===== src/hw/rtl/ppt_pkg.sv =====
`timescale 1ns / 1ps
// ----------------------------------------------------------------------------
// Port pairing table package
// Shared sizes, codes and controller/datapath interface types.
// ----------------------------------------------------------------------------
package ppt_pkg;

    localparam int MAX_PORTS = 64;
    localparam int IDX_W     = $clog2(MAX_PORTS);
    localparam int CNT_W     = $clog2(MAX_PORTS + 1);
    localparam int NAME_W    = 32;

    localparam int S_TDATA_W = 64;
    localparam int S_TUSER_W = 3;
    localparam int M_TDATA_W = 40;
    localparam int M_TUSER_W = 2;

    typedef enum logic [1:0] {
        OP_INSERT = 2'd0,
        OP_CUT    = 2'd1,
        OP_LINK   = 2'd2,
        OP_LOOKUP = 2'd3
    } op_t;

    typedef enum logic [1:0] {
        ST_OK   = 2'd0,
        ST_NO_A = 2'd1,
        ST_NO_B = 2'd2,
        ST_FULL = 2'd3
    } status_t;

    typedef enum logic [1:0] {
        KEY_NA,
        KEY_NB,
        KEY_ENT
    } key_sel_t;

    typedef enum logic [2:0] {
        WR_INSERT,
        WR_CLEAR_HIT,
        WR_CLEAR_A,
        WR_SET_A,
        WR_SET_B
    } wr_sel_t;

    typedef enum logic [1:0] {
        RPT_ZERO,
        RPT_ENTRY,
        RPT_INSERT,
        RPT_LINK
    } rpt_sel_t;

    typedef enum logic [3:0] {
        S_IDLE,
        S_DISPATCH,
        S_SRCH_A,
        S_SRCH_B,
        S_RD_A,
        S_CHK_A,
        S_DROP_A,
        S_POST_A,
        S_CHK_B,
        S_DROP_B,
        S_SET_A,
        S_SET_B,
        S_REPORT
    } state_t;

    typedef struct packed {
        logic     capture;
        logic     srch_start;
        key_sel_t key_sel;
        logic     ins_we;
        logic     rd_en;
        logic     rd_b;
        logic     wr_en;
        wr_sel_t  wr_sel;
        logic     load_a;
        logic     load_b;
        logic     out_load;
        rpt_sel_t rpt_sel;
        status_t  status;
    } dp_cmd_t;

    typedef struct packed {
        logic srch_done;
        logic srch_found;
        logic full;
        logic ent_valid;
        op_t  op;
    } dp_stat_t;

endpackage


===== src/hw/rtl/port_pairing_table.sv =====
`timescale 1ns / 1ps
// ----------------------------------------------------------------------------
// Port pairing table
// Table of named ports with symmetric partner links: insert, cut, link, lookup.
// ----------------------------------------------------------------------------
// Usage:
//   Requests enter on the s_axis channel: tdata carries name_a and name_b,
//   tuser carries the opcode and the partner_given flag. Each request gives
//   exactly one response on m_axis: tdata carries the partner name and the
//   link-present flag, tuser the status code.
// Sequencing:
//   One request is processed at a time. An insert needs no search; other
//   requests run linear searches over the occupied entries, one name per
//   cycle, and a link runs up to four. The next request is taken in the
//   cycle after the response is loaded.
// Reset:
//   rst_n clears the port count and the controller; the table holds no ports.
//   No memory clearing pass is needed.
// Stall:
//   A finished response waits in the output register while m_axis_tready is
//   low; the next request is still accepted and processed, and only its
//   result load waits until the register is free.
// ----------------------------------------------------------------------------
module port_pairing_table
(
    input  logic                               clk,
    input  logic                               rst_n,
    input  logic                               s_axis_tvalid,
    output logic                               s_axis_tready,
    input  logic [ppt_pkg::S_TDATA_W-1:0]      s_axis_tdata,  // name_a, name_b
    input  logic [ppt_pkg::S_TUSER_W-1:0]      s_axis_tuser,  // op, partner_given
    output logic                               m_axis_tvalid,
    input  logic                               m_axis_tready,
    output logic [ppt_pkg::M_TDATA_W-1:0]      m_axis_tdata,  // link_name, link_present, pad
    output logic [ppt_pkg::M_TUSER_W-1:0]      m_axis_tuser   // status
);

    ppt_pkg::dp_cmd_t   cmd;
    ppt_pkg::dp_stat_t  stat;
    logic [ppt_pkg::NAME_W-1:0] link_name;
    logic                       link_present;
    ppt_pkg::status_t           status;

    ppt_ctrl u_ctrl
    (
        .clk       (clk),
        .rst_n     (rst_n),
        .in_valid  (s_axis_tvalid),
        .in_ready  (s_axis_tready),
        .out_valid (m_axis_tvalid),
        .out_ready (m_axis_tready),
        .cmd       (cmd),
        .stat      (stat)
    );

    ppt_dp u_dp
    (
        .clk          (clk),
        .rst_n        (rst_n),
        .cmd          (cmd),
        .stat         (stat),
        .in_data      (s_axis_tdata),
        .in_user      (s_axis_tuser),
        .link_name    (link_name),
        .link_present (link_present),
        .status       (status)
    );

    assign m_axis_tdata = {{(ppt_pkg::M_TDATA_W - ppt_pkg::NAME_W - 1){1'b0}},
                           link_present, link_name};
    assign m_axis_tuser = status;

endmodule


===== src/hw/rtl/ppt_dp.sv =====
`timescale 1ns / 1ps
// ----------------------------------------------------------------------------
// Port pairing table datapath
// Name and partner memories, linear search unit, request and result registers.
// ----------------------------------------------------------------------------
module ppt_dp
(
    input  logic                                 clk,
    input  logic                                 rst_n,
    input  ppt_pkg::dp_cmd_t                     cmd,
    output ppt_pkg::dp_stat_t                    stat,
    input  logic [ppt_pkg::S_TDATA_W-1:0]        in_data,
    input  logic [ppt_pkg::S_TUSER_W-1:0]        in_user,
    output logic [ppt_pkg::NAME_W-1:0]           link_name,
    output logic                                 link_present,
    output ppt_pkg::status_t                     status
);

    localparam int IDX_W  = ppt_pkg::IDX_W;
    localparam int CNT_W  = ppt_pkg::CNT_W;
    localparam int NAME_W = ppt_pkg::NAME_W;

    // Request registers
    ppt_pkg::op_t        op_reg;
    logic [NAME_W-1:0]   na_reg;
    logic [NAME_W-1:0]   nb_reg;
    logic                given_reg;

    logic [CNT_W-1:0]    count_reg;
    logic [IDX_W-1:0]    a_idx_reg;
    logic [IDX_W-1:0]    b_idx_reg;

    // Memories: partner entry is {valid, name}
    logic [NAME_W-1:0]   names_mem [ppt_pkg::MAX_PORTS];
    logic [NAME_W:0]     pmem      [ppt_pkg::MAX_PORTS];
    logic [NAME_W:0]     ent_reg;

    // Search unit
    logic                srch_busy_reg;
    logic [CNT_W-1:0]    srch_ptr_reg;
    logic                cmp_vld_reg;
    logic [IDX_W-1:0]    cmp_idx_reg;
    logic [NAME_W-1:0]   name_rd_reg;
    logic [NAME_W-1:0]   key_reg;
    logic [NAME_W-1:0]   key_next;
    logic                srch_done_reg;
    logic                srch_found_reg;
    logic [IDX_W-1:0]    srch_idx_reg;
    logic                hit;
    logic                exhausted;
    logic                issue;

    // Partner memory access
    logic [IDX_W-1:0]    rd_addr;
    logic [IDX_W-1:0]    wr_addr;
    logic [NAME_W:0]     wr_data;

    // Result registers
    logic [NAME_W-1:0]   link_name_reg;
    logic                link_present_reg;
    ppt_pkg::status_t    status_reg;

    always_ff @(posedge clk)
    begin
        if (cmd.capture)
        begin
            na_reg    <= in_data[NAME_W-1:0];
            nb_reg    <= in_data[2*NAME_W-1:NAME_W];
            op_reg    <= ppt_pkg::op_t'(in_user[1:0]);
            given_reg <= in_user[2];
        end
        if (cmd.load_a)
        begin
            a_idx_reg <= srch_idx_reg;
        end
        if (cmd.load_b)
        begin
            b_idx_reg <= srch_idx_reg;
        end
    end

    always_ff @(posedge clk or negedge rst_n)
    begin
        if (!rst_n)
        begin
            count_reg <= '0;
        end
        else if (cmd.ins_we)
        begin
            count_reg <= count_reg + 1'b1;
        end
    end

    always_comb
    begin
        case (cmd.key_sel)
            ppt_pkg::KEY_NA:  key_next = na_reg;
            ppt_pkg::KEY_NB:  key_next = nb_reg;
            ppt_pkg::KEY_ENT: key_next = ent_reg[NAME_W-1:0];
            default:          key_next = na_reg;
        endcase
    end

    // Read one name per cycle, compare it in the next; first match wins
    assign hit       = cmp_vld_reg && (name_rd_reg == key_reg);
    assign exhausted = !cmp_vld_reg && (srch_ptr_reg >= count_reg);
    assign issue     = srch_busy_reg && (srch_ptr_reg < count_reg);

    always_ff @(posedge clk or negedge rst_n)
    begin
        if (!rst_n)
        begin
            srch_busy_reg  <= 1'b0;
            srch_ptr_reg   <= '0;
            cmp_vld_reg    <= 1'b0;
            srch_done_reg  <= 1'b0;
            srch_found_reg <= 1'b0;
        end
        else
        begin
            srch_done_reg <= 1'b0;
            if (cmd.srch_start)
            begin
                srch_busy_reg <= 1'b1;
                srch_ptr_reg  <= '0;
                cmp_vld_reg   <= 1'b0;
            end
            else if (srch_busy_reg)
            begin
                cmp_vld_reg <= issue;
                if (issue)
                begin
                    srch_ptr_reg <= srch_ptr_reg + 1'b1;
                end
                if (hit || exhausted)
                begin
                    srch_busy_reg  <= 1'b0;
                    srch_done_reg  <= 1'b1;
                    srch_found_reg <= hit;
                end
            end
        end
    end

    always_ff @(posedge clk)
    begin
        if (cmd.srch_start)
        begin
            key_reg <= key_next;
        end
        if (issue)
        begin
            cmp_idx_reg <= srch_ptr_reg[IDX_W-1:0];
        end
        if (srch_busy_reg && hit)
        begin
            srch_idx_reg <= cmp_idx_reg;
        end
    end

    always_ff @(posedge clk)
    begin
        if (cmd.ins_we)
        begin
            names_mem[count_reg[IDX_W-1:0]] <= na_reg;
        end
        if (issue)
        begin
            name_rd_reg <= names_mem[srch_ptr_reg[IDX_W-1:0]];
        end
    end

    assign rd_addr = cmd.rd_b ? b_idx_reg : a_idx_reg;

    always_comb
    begin
        case (cmd.wr_sel)
            ppt_pkg::WR_INSERT:
            begin
                wr_addr = count_reg[IDX_W-1:0];
                wr_data = {given_reg, given_reg ? nb_reg : '0};
            end
            ppt_pkg::WR_CLEAR_HIT:
            begin
                wr_addr = srch_idx_reg;
                wr_data = '0;
            end
            ppt_pkg::WR_CLEAR_A:
            begin
                wr_addr = a_idx_reg;
                wr_data = '0;
            end
            ppt_pkg::WR_SET_A:
            begin
                wr_addr = a_idx_reg;
                wr_data = {1'b1, nb_reg};
            end
            ppt_pkg::WR_SET_B:
            begin
                wr_addr = b_idx_reg;
                wr_data = {1'b1, na_reg};
            end
            default:
            begin
                wr_addr = a_idx_reg;
                wr_data = '0;
            end
        endcase
    end

    always_ff @(posedge clk)
    begin
        if (cmd.wr_en)
        begin
            pmem[wr_addr] <= wr_data;
        end
        if (cmd.rd_en)
        begin
            ent_reg <= pmem[rd_addr];
        end
    end

    always_ff @(posedge clk)
    begin
        if (cmd.out_load)
        begin
            status_reg <= cmd.status;
            case (cmd.rpt_sel)
                ppt_pkg::RPT_ZERO:
                begin
                    link_name_reg    <= '0;
                    link_present_reg <= 1'b0;
                end
                ppt_pkg::RPT_ENTRY:
                begin
                    link_name_reg    <= ent_reg[NAME_W] ? ent_reg[NAME_W-1:0] : '0;
                    link_present_reg <= ent_reg[NAME_W];
                end
                ppt_pkg::RPT_INSERT:
                begin
                    link_name_reg    <= given_reg ? nb_reg : '0;
                    link_present_reg <= given_reg;
                end
                ppt_pkg::RPT_LINK:
                begin
                    link_name_reg    <= nb_reg;
                    link_present_reg <= 1'b1;
                end
                default:
                begin
                    link_name_reg    <= '0;
                    link_present_reg <= 1'b0;
                end
            endcase
        end
    end

    assign stat.srch_done  = srch_done_reg;
    assign stat.srch_found = srch_found_reg;
    assign stat.full       = (count_reg == CNT_W'(ppt_pkg::MAX_PORTS));
    assign stat.ent_valid  = ent_reg[NAME_W];
    assign stat.op         = op_reg;

    assign link_name    = link_name_reg;
    assign link_present = link_present_reg;
    assign status       = status_reg;

    a_count_range: assert property (@(posedge clk) disable iff (!rst_n)
        count_reg <= CNT_W'(ppt_pkg::MAX_PORTS))
        else $error("port count beyond table size");

    a_hit_in_range: assert property (@(posedge clk) disable iff (!rst_n)
        (srch_done_reg && srch_found_reg) |-> (CNT_W'(srch_idx_reg) < count_reg))
        else $error("search hit outside occupied entries");

    a_insert_room: assert property (@(posedge clk) disable iff (!rst_n)
        cmd.ins_we |-> (count_reg < CNT_W'(ppt_pkg::MAX_PORTS)))
        else $error("insert into full table");

    a_insert_count: assert property (@(posedge clk) disable iff (!rst_n)
        cmd.ins_we |=> (count_reg == CNT_W'($past(count_reg) + 1'b1)))
        else $error("port count did not advance on insert");

    a_no_restart: assert property (@(posedge clk) disable iff (!rst_n)
        cmd.srch_start |-> !srch_busy_reg)
        else $error("search started while busy");

endmodule


===== src/hw/rtl/ppt_ctrl.sv =====
`timescale 1ns / 1ps
// ----------------------------------------------------------------------------
// Port pairing table controller
// Sequences searches, partner reads and writes for each request.
// ----------------------------------------------------------------------------
module ppt_ctrl
(
    input  logic               clk,
    input  logic               rst_n,
    input  logic               in_valid,
    output logic               in_ready,
    output logic               out_valid,
    input  logic               out_ready,
    output ppt_pkg::dp_cmd_t   cmd,
    input  ppt_pkg::dp_stat_t  stat
);

    ppt_pkg::state_t    state_reg;
    ppt_pkg::state_t    state_next;
    ppt_pkg::status_t   status_reg;
    ppt_pkg::status_t   status_next;
    ppt_pkg::rpt_sel_t  rpt_reg;
    ppt_pkg::rpt_sel_t  rpt_next;
    logic               out_valid_reg;
    logic               out_valid_next;

    always_ff @(posedge clk or negedge rst_n)
    begin
        if (!rst_n)
        begin
            state_reg     <= ppt_pkg::S_IDLE;
            status_reg    <= ppt_pkg::ST_OK;
            rpt_reg       <= ppt_pkg::RPT_ZERO;
            out_valid_reg <= 1'b0;
        end
        else
        begin
            state_reg     <= state_next;
            status_reg    <= status_next;
            rpt_reg       <= rpt_next;
            out_valid_reg <= out_valid_next;
        end
    end

    always_comb
    begin
        state_next     = state_reg;
        status_next    = status_reg;
        rpt_next       = rpt_reg;
        out_valid_next = out_valid_reg && !out_ready;
        in_ready       = 1'b0;

        cmd            = '0;
        cmd.key_sel    = ppt_pkg::KEY_NA;
        cmd.wr_sel     = ppt_pkg::WR_INSERT;
        cmd.rpt_sel    = rpt_reg;
        cmd.status     = status_reg;

        case (state_reg)
            ppt_pkg::S_IDLE:
            begin
                in_ready = 1'b1;
                if (in_valid)
                begin
                    cmd.capture = 1'b1;
                    state_next  = ppt_pkg::S_DISPATCH;
                end
            end

            ppt_pkg::S_DISPATCH:
            begin
                if (stat.op == ppt_pkg::OP_INSERT)
                begin
                    if (stat.full)
                    begin
                        status_next = ppt_pkg::ST_FULL;
                        rpt_next    = ppt_pkg::RPT_ZERO;
                    end
                    else
                    begin
                        cmd.ins_we  = 1'b1;
                        cmd.wr_en   = 1'b1;
                        cmd.wr_sel  = ppt_pkg::WR_INSERT;
                        status_next = ppt_pkg::ST_OK;
                        rpt_next    = ppt_pkg::RPT_INSERT;
                    end
                    state_next = ppt_pkg::S_REPORT;
                end
                else
                begin
                    cmd.srch_start = 1'b1;
                    cmd.key_sel    = ppt_pkg::KEY_NA;
                    state_next     = ppt_pkg::S_SRCH_A;
                end
            end

            ppt_pkg::S_SRCH_A:
            begin
                if (stat.srch_done)
                begin
                    if (!stat.srch_found)
                    begin
                        status_next = ppt_pkg::ST_NO_A;
                        rpt_next    = ppt_pkg::RPT_ZERO;
                        state_next  = ppt_pkg::S_REPORT;
                    end
                    else
                    begin
                        cmd.load_a = 1'b1;
                        if (stat.op == ppt_pkg::OP_LINK)
                        begin
                            cmd.srch_start = 1'b1;
                            cmd.key_sel    = ppt_pkg::KEY_NB;
                            state_next     = ppt_pkg::S_SRCH_B;
                        end
                        else
                        begin
                            state_next = ppt_pkg::S_RD_A;
                        end
                    end
                end
            end

            ppt_pkg::S_SRCH_B:
            begin
                if (stat.srch_done)
                begin
                    if (!stat.srch_found)
                    begin
                        status_next = ppt_pkg::ST_NO_B;
                        rpt_next    = ppt_pkg::RPT_ZERO;
                        state_next  = ppt_pkg::S_REPORT;
                    end
                    else
                    begin
                        cmd.load_b = 1'b1;
                        state_next = ppt_pkg::S_RD_A;
                    end
                end
            end

            ppt_pkg::S_RD_A:
            begin
                cmd.rd_en  = 1'b1;
                state_next = ppt_pkg::S_CHK_A;
            end

            ppt_pkg::S_CHK_A:
            begin
                if (stat.op == ppt_pkg::OP_LOOKUP)
                begin
                    status_next = ppt_pkg::ST_OK;
                    rpt_next    = ppt_pkg::RPT_ENTRY;
                    state_next  = ppt_pkg::S_REPORT;
                end
                else if (stat.ent_valid)
                begin
                    cmd.srch_start = 1'b1;
                    cmd.key_sel    = ppt_pkg::KEY_ENT;
                    state_next     = ppt_pkg::S_DROP_A;
                end
                else
                begin
                    state_next = ppt_pkg::S_POST_A;
                end
            end

            ppt_pkg::S_DROP_A:
            begin
                // an old partner that is not in the table is skipped
                if (stat.srch_done)
                begin
                    cmd.wr_en  = stat.srch_found;
                    cmd.wr_sel = ppt_pkg::WR_CLEAR_HIT;
                    state_next = ppt_pkg::S_POST_A;
                end
            end

            ppt_pkg::S_POST_A:
            begin
                if (stat.op == ppt_pkg::OP_CUT)
                begin
                    cmd.wr_en   = 1'b1;
                    cmd.wr_sel  = ppt_pkg::WR_CLEAR_A;
                    status_next = ppt_pkg::ST_OK;
                    rpt_next    = ppt_pkg::RPT_ZERO;
                    state_next  = ppt_pkg::S_REPORT;
                end
                else
                begin
                    // read B only after A's old partner is cleared
                    cmd.rd_en  = 1'b1;
                    cmd.rd_b   = 1'b1;
                    state_next = ppt_pkg::S_CHK_B;
                end
            end

            ppt_pkg::S_CHK_B:
            begin
                if (stat.ent_valid)
                begin
                    cmd.srch_start = 1'b1;
                    cmd.key_sel    = ppt_pkg::KEY_ENT;
                    state_next     = ppt_pkg::S_DROP_B;
                end
                else
                begin
                    state_next = ppt_pkg::S_SET_A;
                end
            end

            ppt_pkg::S_DROP_B:
            begin
                if (stat.srch_done)
                begin
                    cmd.wr_en  = stat.srch_found;
                    cmd.wr_sel = ppt_pkg::WR_CLEAR_HIT;
                    state_next = ppt_pkg::S_SET_A;
                end
            end

            ppt_pkg::S_SET_A:
            begin
                cmd.wr_en  = 1'b1;
                cmd.wr_sel = ppt_pkg::WR_SET_A;
                state_next = ppt_pkg::S_SET_B;
            end

            ppt_pkg::S_SET_B:
            begin
                cmd.wr_en   = 1'b1;
                cmd.wr_sel  = ppt_pkg::WR_SET_B;
                status_next = ppt_pkg::ST_OK;
                rpt_next    = ppt_pkg::RPT_LINK;
                state_next  = ppt_pkg::S_REPORT;
            end

            ppt_pkg::S_REPORT:
            begin
                // hold until the output register is free
                if (!out_valid_reg || out_ready)
                begin
                    cmd.out_load   = 1'b1;
                    out_valid_next = 1'b1;
                    state_next     = ppt_pkg::S_IDLE;
                end
            end

            default:
            begin
                state_next = ppt_pkg::S_IDLE;
            end
        endcase
    end

    assign out_valid = out_valid_reg;

endmodule

===== config.mk =====
export PLATFORM = sky130hd
export DESIGN_NAME = port_pairing_table
export DESIGN_NICKNAME = d
export VERILOG_FILES = /design/src/hw/rtl/ppt_pkg.sv /design/src/hw/rtl/port_pairing_table.sv /design/src/hw/rtl/ppt_dp.sv /design/src/hw/rtl/ppt_ctrl.sv
export SDC_FILE = /design/constraint.sdc
export NUM_CORES = 2
export LEC_CHECK = 0
export BUFFER_PORTS_ARGS = -buffer_cell sky130_fd_sc_hd__buf_2
export CELL_PAD_IN_SITES_DETAIL_PLACEMENT = 1
export CELL_PAD_IN_SITES_GLOBAL_PLACEMENT = 1
export CORE_ASPECT_RATIO = 1.2
export CORE_MARGIN = 2
export CORE_UTILIZATION = 59
export CTS_CLUSTER_SIZE = 28
export DETAILED_ROUTE_END_ITERATION = 7
export GPL_TIMING_DRIVEN = 0
export PLACE_DENSITY_LB_ADDON = 0.1
export SLEW_MARGIN = 20
export SYNTH_ARGS = -nofsm -noshare
export SYNTH_HDL_FRONTEND = slang
export SYNTH_MEMORY_MAX_BITS = 65536
export SYNTH_SLANG_ARGS = --single-unit

===== constraint.sdc =====
create_clock -name clk -period 18.4 [get_ports clk]
set_input_delay 0.92 -clock clk [delete_from_list [all_inputs] [get_ports clk]]
set_output_delay 0.92 -clock clk [all_outputs]
set_load 0.01 [all_outputs]

== Yosys cells after proc, flatten, opt, wreduce, memory -nomap -nowiden ==
Memories as Yosys holds them, arrays and structs flattened. A register that Yosys moved wholly into a read port is not among the register bits.
Index checks and enable logic that the tools add are counted.
Cells by class
  muxes and demuxes: 82
  bitwise logic cells: 1
  $add $sub $neg: 2
  reductions and logical operators: 25
  $lt $le $gt $ge: 2
  equality and inequality tests: 38
Operators with widths (number)
  case mux 32 bit (4 select lines): 1
  case mux 33 bit (3 select lines): 1
  two-way mux 32 bit: 2
  case mux 32 bit (2 select lines): 1
  two-way mux 4 bit: 14
  case mux 4 bit (13 select lines): 1
  == test 32 bit: 1
  two-way mux 2 bit: 15
  two-way mux 1 bit: 28
  two-way mux 3 bit: 8
  two-way mux 7 bit: 3
  == test 4 bit, second input constant: 5
  case mux 4 bit (5 select lines): 1
  != test 2 x 1 -> 1 bit, second input constant: 9
  case mux 6 bit (3 select lines): 1
  == test 4 x 3 -> 1 bit, second input constant: 4
  adder 7 x 1 -> 7 bit, second input constant: 2
  case mux 2 bit (6 select lines): 1
  case mux 3 bit (4 select lines): 1
  AND reduction 6 bit: 2
  == test 2 bit, second input constant: 5
  case mux 2 bit (5 select lines): 1
  == test 4 x 2 -> 1 bit, second input constant: 2
  != test 2 bit, second input constant: 4
  other kinds (25): 37
Storage, ports and cells
  output and inout bits: 44
  memory bits (writable): 4160
  memories: 2
  bits in registers: 185
Memories
  u_dp.pmem: depth 64, width 33, rd ports 1, clocked after Yosys merged registers in 1, wr ports 1, line ppt_dp.sv:35  | logic [NAME_W:0] pmem [ppt_pkg::MAX_PORTS];
  u_dp.names_mem: depth 64, width 32, rd ports 1, clocked after Yosys merged registers in 1, wr ports 1, line ppt_dp.sv:34  | logic [NAME_W-1:0] names_mem [ppt_pkg::MAX_PORTS];

== Logic depth before layout (Yosys ltp) ==
  word-level depth: 7
  mapped depth: 12

== Modules after synthesis ==
A second synthesis with hierarchy kept.
Second synthesis, totals
  cells, all modules: 11252
  area, all modules: 182736.5 µm²
Modules (own cells, without submodules)
  ppt_dp: times used 1, area an instance 181661.7 µm², cells each 11107, sequential area each 132066.7 µm²
  ppt_ctrl: times used 1, area an instance 1011.0 µm², cells each 136, sequential area each 225.2 µm²
  port_pairing_table: times used 1, area an instance 63.8 µm², cells each 9, sequential area each 0.0 µm²

== Worst setup path after synthesis ==
No wires, ideal clock.
  path type: reg-to-reg
  from: reg u_ctrl.state_reg[0]
  to: reg u_dp.given_reg, enable pin
  cell stages (with the launch flop): 5
  period minus slack after synthesis: 8.053 ns
  slack: 10.347 ns
  library setup time: 0.657 ns
  data arrival time: 7.395 ns
  buffers on the path: 3
  path through: dfrtp_1 buf_2 clkbuf_1 clkbuf_1 nor4_1
RTL lines
  from (decl): line ppt_ctrl.sv:18  | ppt_pkg::state_t state_reg;
  from (signal assigned): line ppt_ctrl.sv:31  | state_reg <= ppt_pkg::S_IDLE;
  from (signal assigned): line ppt_ctrl.sv:38  | state_reg <= state_next;
  to (signal assigned): line ppt_dp.sv:70  | given_reg <= in_user[2];
  to (decl): line ppt_dp.sv:27  | logic given_reg;

== Worst setup path in the final report ==
  from: reg u_dp.op_reg[0]
  to: reg u_dp.ent_reg[7], read port of u_dp.pmem, data pin
Between the ends
  longest elaborated chain between the ends: 4
Ends and longest elaborated chain
  from (decl): line ppt_dp.sv:24  | ppt_pkg::op_t op_reg;
  from (signal assigned): line ppt_dp.sv:69  | op_reg <= ppt_pkg::op_t'(in_user[1:0]);
  == test 2 x 1 -> 1 bit (*): line ppt_ctrl.sv:181  | if (stat.op == ppt_pkg::OP_CUT)
  two-way mux 2 bit (*): line ppt_ctrl.sv:181
  two-way mux 1 bit: line ppt_ctrl.sv:59  | case (state_reg)
  two-way mux 6 bit: line ppt_dp.sv:173  | assign rd_addr = cmd.rd_b ? b_idx_reg : a_idx_reg;
  to (decl): line ppt_dp.sv:36  | logic [NAME_W:0] ent_reg;
Mark *: on every way between the ends. The rest lies on a longest branch, timed or not.
A chain may end at the register's enable or synchronous reset.

==> reports/metrics.cfg <==
[floorplanning]
io_pins=115
die_y_um=593.2
core_area_mm2=0.2881
die_width_um=495.0
initial_core_util_pct=59.26
die_area_mm2=0.2937
rows=216

[yosys]
syn_avg_cell_area_um2=18.25
yosysSeqAreaShare_pct=77.49
netlist_instances=9352
synth-seq-cells=4410
synth_ff_type=edfxtp_1
yosys.area.top_type_share_pct=77.10
synth_edf_count=4383
synth_cell_type_count=70
synthArstFlopShare_pct=0.6122
yosysTopAreaCell=edfxtp_1
syn_area_mm2=0.1707
yosysWarnings=0
synthTopCellsByArea=edfxtp_1 77%, mux4_2 8.9%, nand2_1 2.0%, a211oi_1 1.8%, and3_1 1.5%

[global_route]
grt_pass1_vias=108200
antenna_found_initial=87
grtUsageMet3_pct=11.15
grt-busiest-layer=met2
grt_first_pass_wirelength_mm=887.1
grt_usage_pct=44.49
grt_max_degree=65
gr-total-overflow=0
grtUsageMet2_pct=70.25
globalRouteMet1Util_pct=49.95

[clocking]
cts_tree=done
path_clk_slew_ns=0.07
htree_levels=5
cts_made_buffers=422
clock_latency_ns=0.97
cts_resized=0
root_buffer=clkbuf_16
clock_path_buffers=4
postCtsSetupRepairBufs=0
hold_buffers=0
cts_sinks=4410

[cells_and_area]
area_growth_pct=16.18
drive_above_1_share_pct=21.59
final_area_mm2=0.1983
nFillCells=23570
largest_reg_flops=2112
nets=10310

[sta]
finalSetupViolCount=0
worstMarginPinSlew_ns=1.486
rsz0062_at_grt=false
period_minus_slack_ns=6.247
whs_ns=0.003750
post-route-period-util_pct=33.95
max_freq_mhz=160.1
drv_slew=0
finalHoldViolations=0
slew_headroom_pct=0.05297
clock_skew_ns=0.04363
setup_slack_ns=12.15
setup_tns_ns=0

[drt]
ant_nets=0
drt-wirelength-per-cell_um=44.99
drt_iter0_drc=16350
via_count=106600
drtPass1Iterations=8
drc=0
post_drt_via_cell_ratio=7.377
finalWirelength_mm=649.8

[setup_path]
cp-end-kind=flop
startpoint_type=flop
crit_required_ns=18.89
setup.worst_path.class=flop to flop
cp_data_arrival_time_ns=6.74
cp_max_fo=11

[place]
pre_cts_slack_ns=12.65
gp_congestion=0.9842
place_hpwl_mm=432.5
port_buffers=107
dpl_cell_area_mm2=0.1845

[power]
intPower_uw=18330
power.leakage_uw=0.06323
powerDensity_mw_per_mm2=129.6
seqPwrFrac_pct=47.3
p_switching_uw=7374
p_clk_share_pct=34.3
ir_drop_uv=89.97
switching_share_pct=28.69
combPwrFrac_pct=18.4

[worst_hold_path]
hold_path_class=input port to async pin

[run_status]
outcome=complete, but fails checks
violations=capacitance limit

[flow_run]
maxCapViolations=1

==> cell usage after synthesis, drive strengths merged (8+ instances only) <==
library cell and number:
edfxtp 4383, nand2 890, mux4 672, clkbuf 418, a211oi 398, and3 398
nand3 290, a21oi 279, a31oi 269, buf 237, o21ai 184, a22oi 165
nor2 161, nor4 143, a31o 133, a22o 64, nand4 43, xor2 30
dfrtp 27, inv 26, nand2b 13, ha 12, nor3 12, or3 11
nor2b 8, xnor2 8
==> kinds of logic (layout without fill, tap and decap cells) <==
kind of cell / Yosys count / after routing / share of synthesized area (%)
buf+inv: 682 / 1896 / 1.651
flops: 4410 / 4410 / 77.49
other cells: 1 / 63 / 0.002197
compound gates: 1541 / 1541 / 6.090
fa+ha+maj: 12 / 12 / 0.08795
xor+xnor: 38 / 38 / 0.1950
mux: 683 / 683 / 8.940
simple gates: 1985 / 1985 / 5.541
==> through the flow <==
stage	cells	total power [uW]	utilization (%)
after global placement	13280	16400	61.11
after detailed placement	13610	16820	64.02
after CTS	14390	25490	68.74
final	14440	25700	68.84
after floorplan	9358	14450	-
after global routing	14400	25990	68.81
==> routing by layer <==
| layer | vias to the layer above | share of wire, % | wire [um] |
|---|---|---|---|
| li1 | 40020 | - | - |
| met1 | 54950 | 30 | 198000 |
| met2 | 8936 | 47 | 307900 |
| met3 | 2599 | 11 | 68770 |
| met4 | 50 | 12 | 74820 |
| met5 | - | 0.052 | 336 |
==> power by group through the flow <==
stage	clock network [uW]	registers [uW]	logic, uW
2_1_floorplan	0	12400	2080
3_3_place_gp	0	12700	3710
3_5_place_dp	0	12300	4480
4_1_cts	8780	12100	4570
5_1_grt	9100	12100	4740
6_report	8820	12100	4740
==> layout by cell type, fill, tap and decap left out, types with 183 or more instances in the layout <==
| cell | count |
|---|---|
| a211oi_1 | 398 |
| and3_1 | 398 |
| a21oi_1 | 279 |
| o21ai_0 | 183 |
| buf_2 | 285 |
| nand3_1 | 286 |
| nand2_1 | 890 |
| clkbuf_16 | 433 |
| clkbuf_1 | 456 |
| a31oi_1 | 225 |
| mux4_2 | 672 |
| edfxtp_1 | 4383 |
==> worst max-delay path: stages (launching register included) <==
cell and delay [ns]:
edfxtp_1 0.60, nand2b_1 0.16, buf_2 0.23, nand3_4 0.24, mux2i_2 1.11, buf_2 0.89
clkbuf_1 0.69, a31oi_1 0.18, a31oi_1 1.01, nand4_1 0.65
==> final cells by class <==
class,instances,area (um2),share of cell area (%)
clock buffers,503,11100,5.596
clock inverters,269,2500,1.260
repair buffers,442,7268,3.665
inverters,27,102.6,0.05173
diodes,56,140.1,0.07066
flip-flops and latches,4410,132300,66.70
plain buffers,655,2776,1.400
well taps,3815,4773,2.407
multi-input cells,4266,37380,18.85
==> worst paths after layout <==
| kind | start | end | slack [ns] | cells past startpoint |
|---|---|---|---|---|
| setup / recovery | u_dp.op_reg[0] | u_dp.ent_reg[7] | 12.15 | 9 |
| setup reg to reg | u_dp.op_reg[0] | u_dp.ent_reg[7] | 12.15 | 9 |
| max in group asynchronous | rst_n | u_ctrl.rpt_reg[0] | 17.89 | 1 |
| hold reg to reg | u_dp.cmp_idx_reg[0] | u_dp.srch_idx_reg[0] | 0.42 | 0 |
| hold / removal | rst_n | u_ctrl.out_valid | 0.004 | 1 |
| min in group clk | s_axis_tdata[45] | u_dp.nb_reg[13] | 0.13 | 1 |
Power figures use the tool's default switching activity.
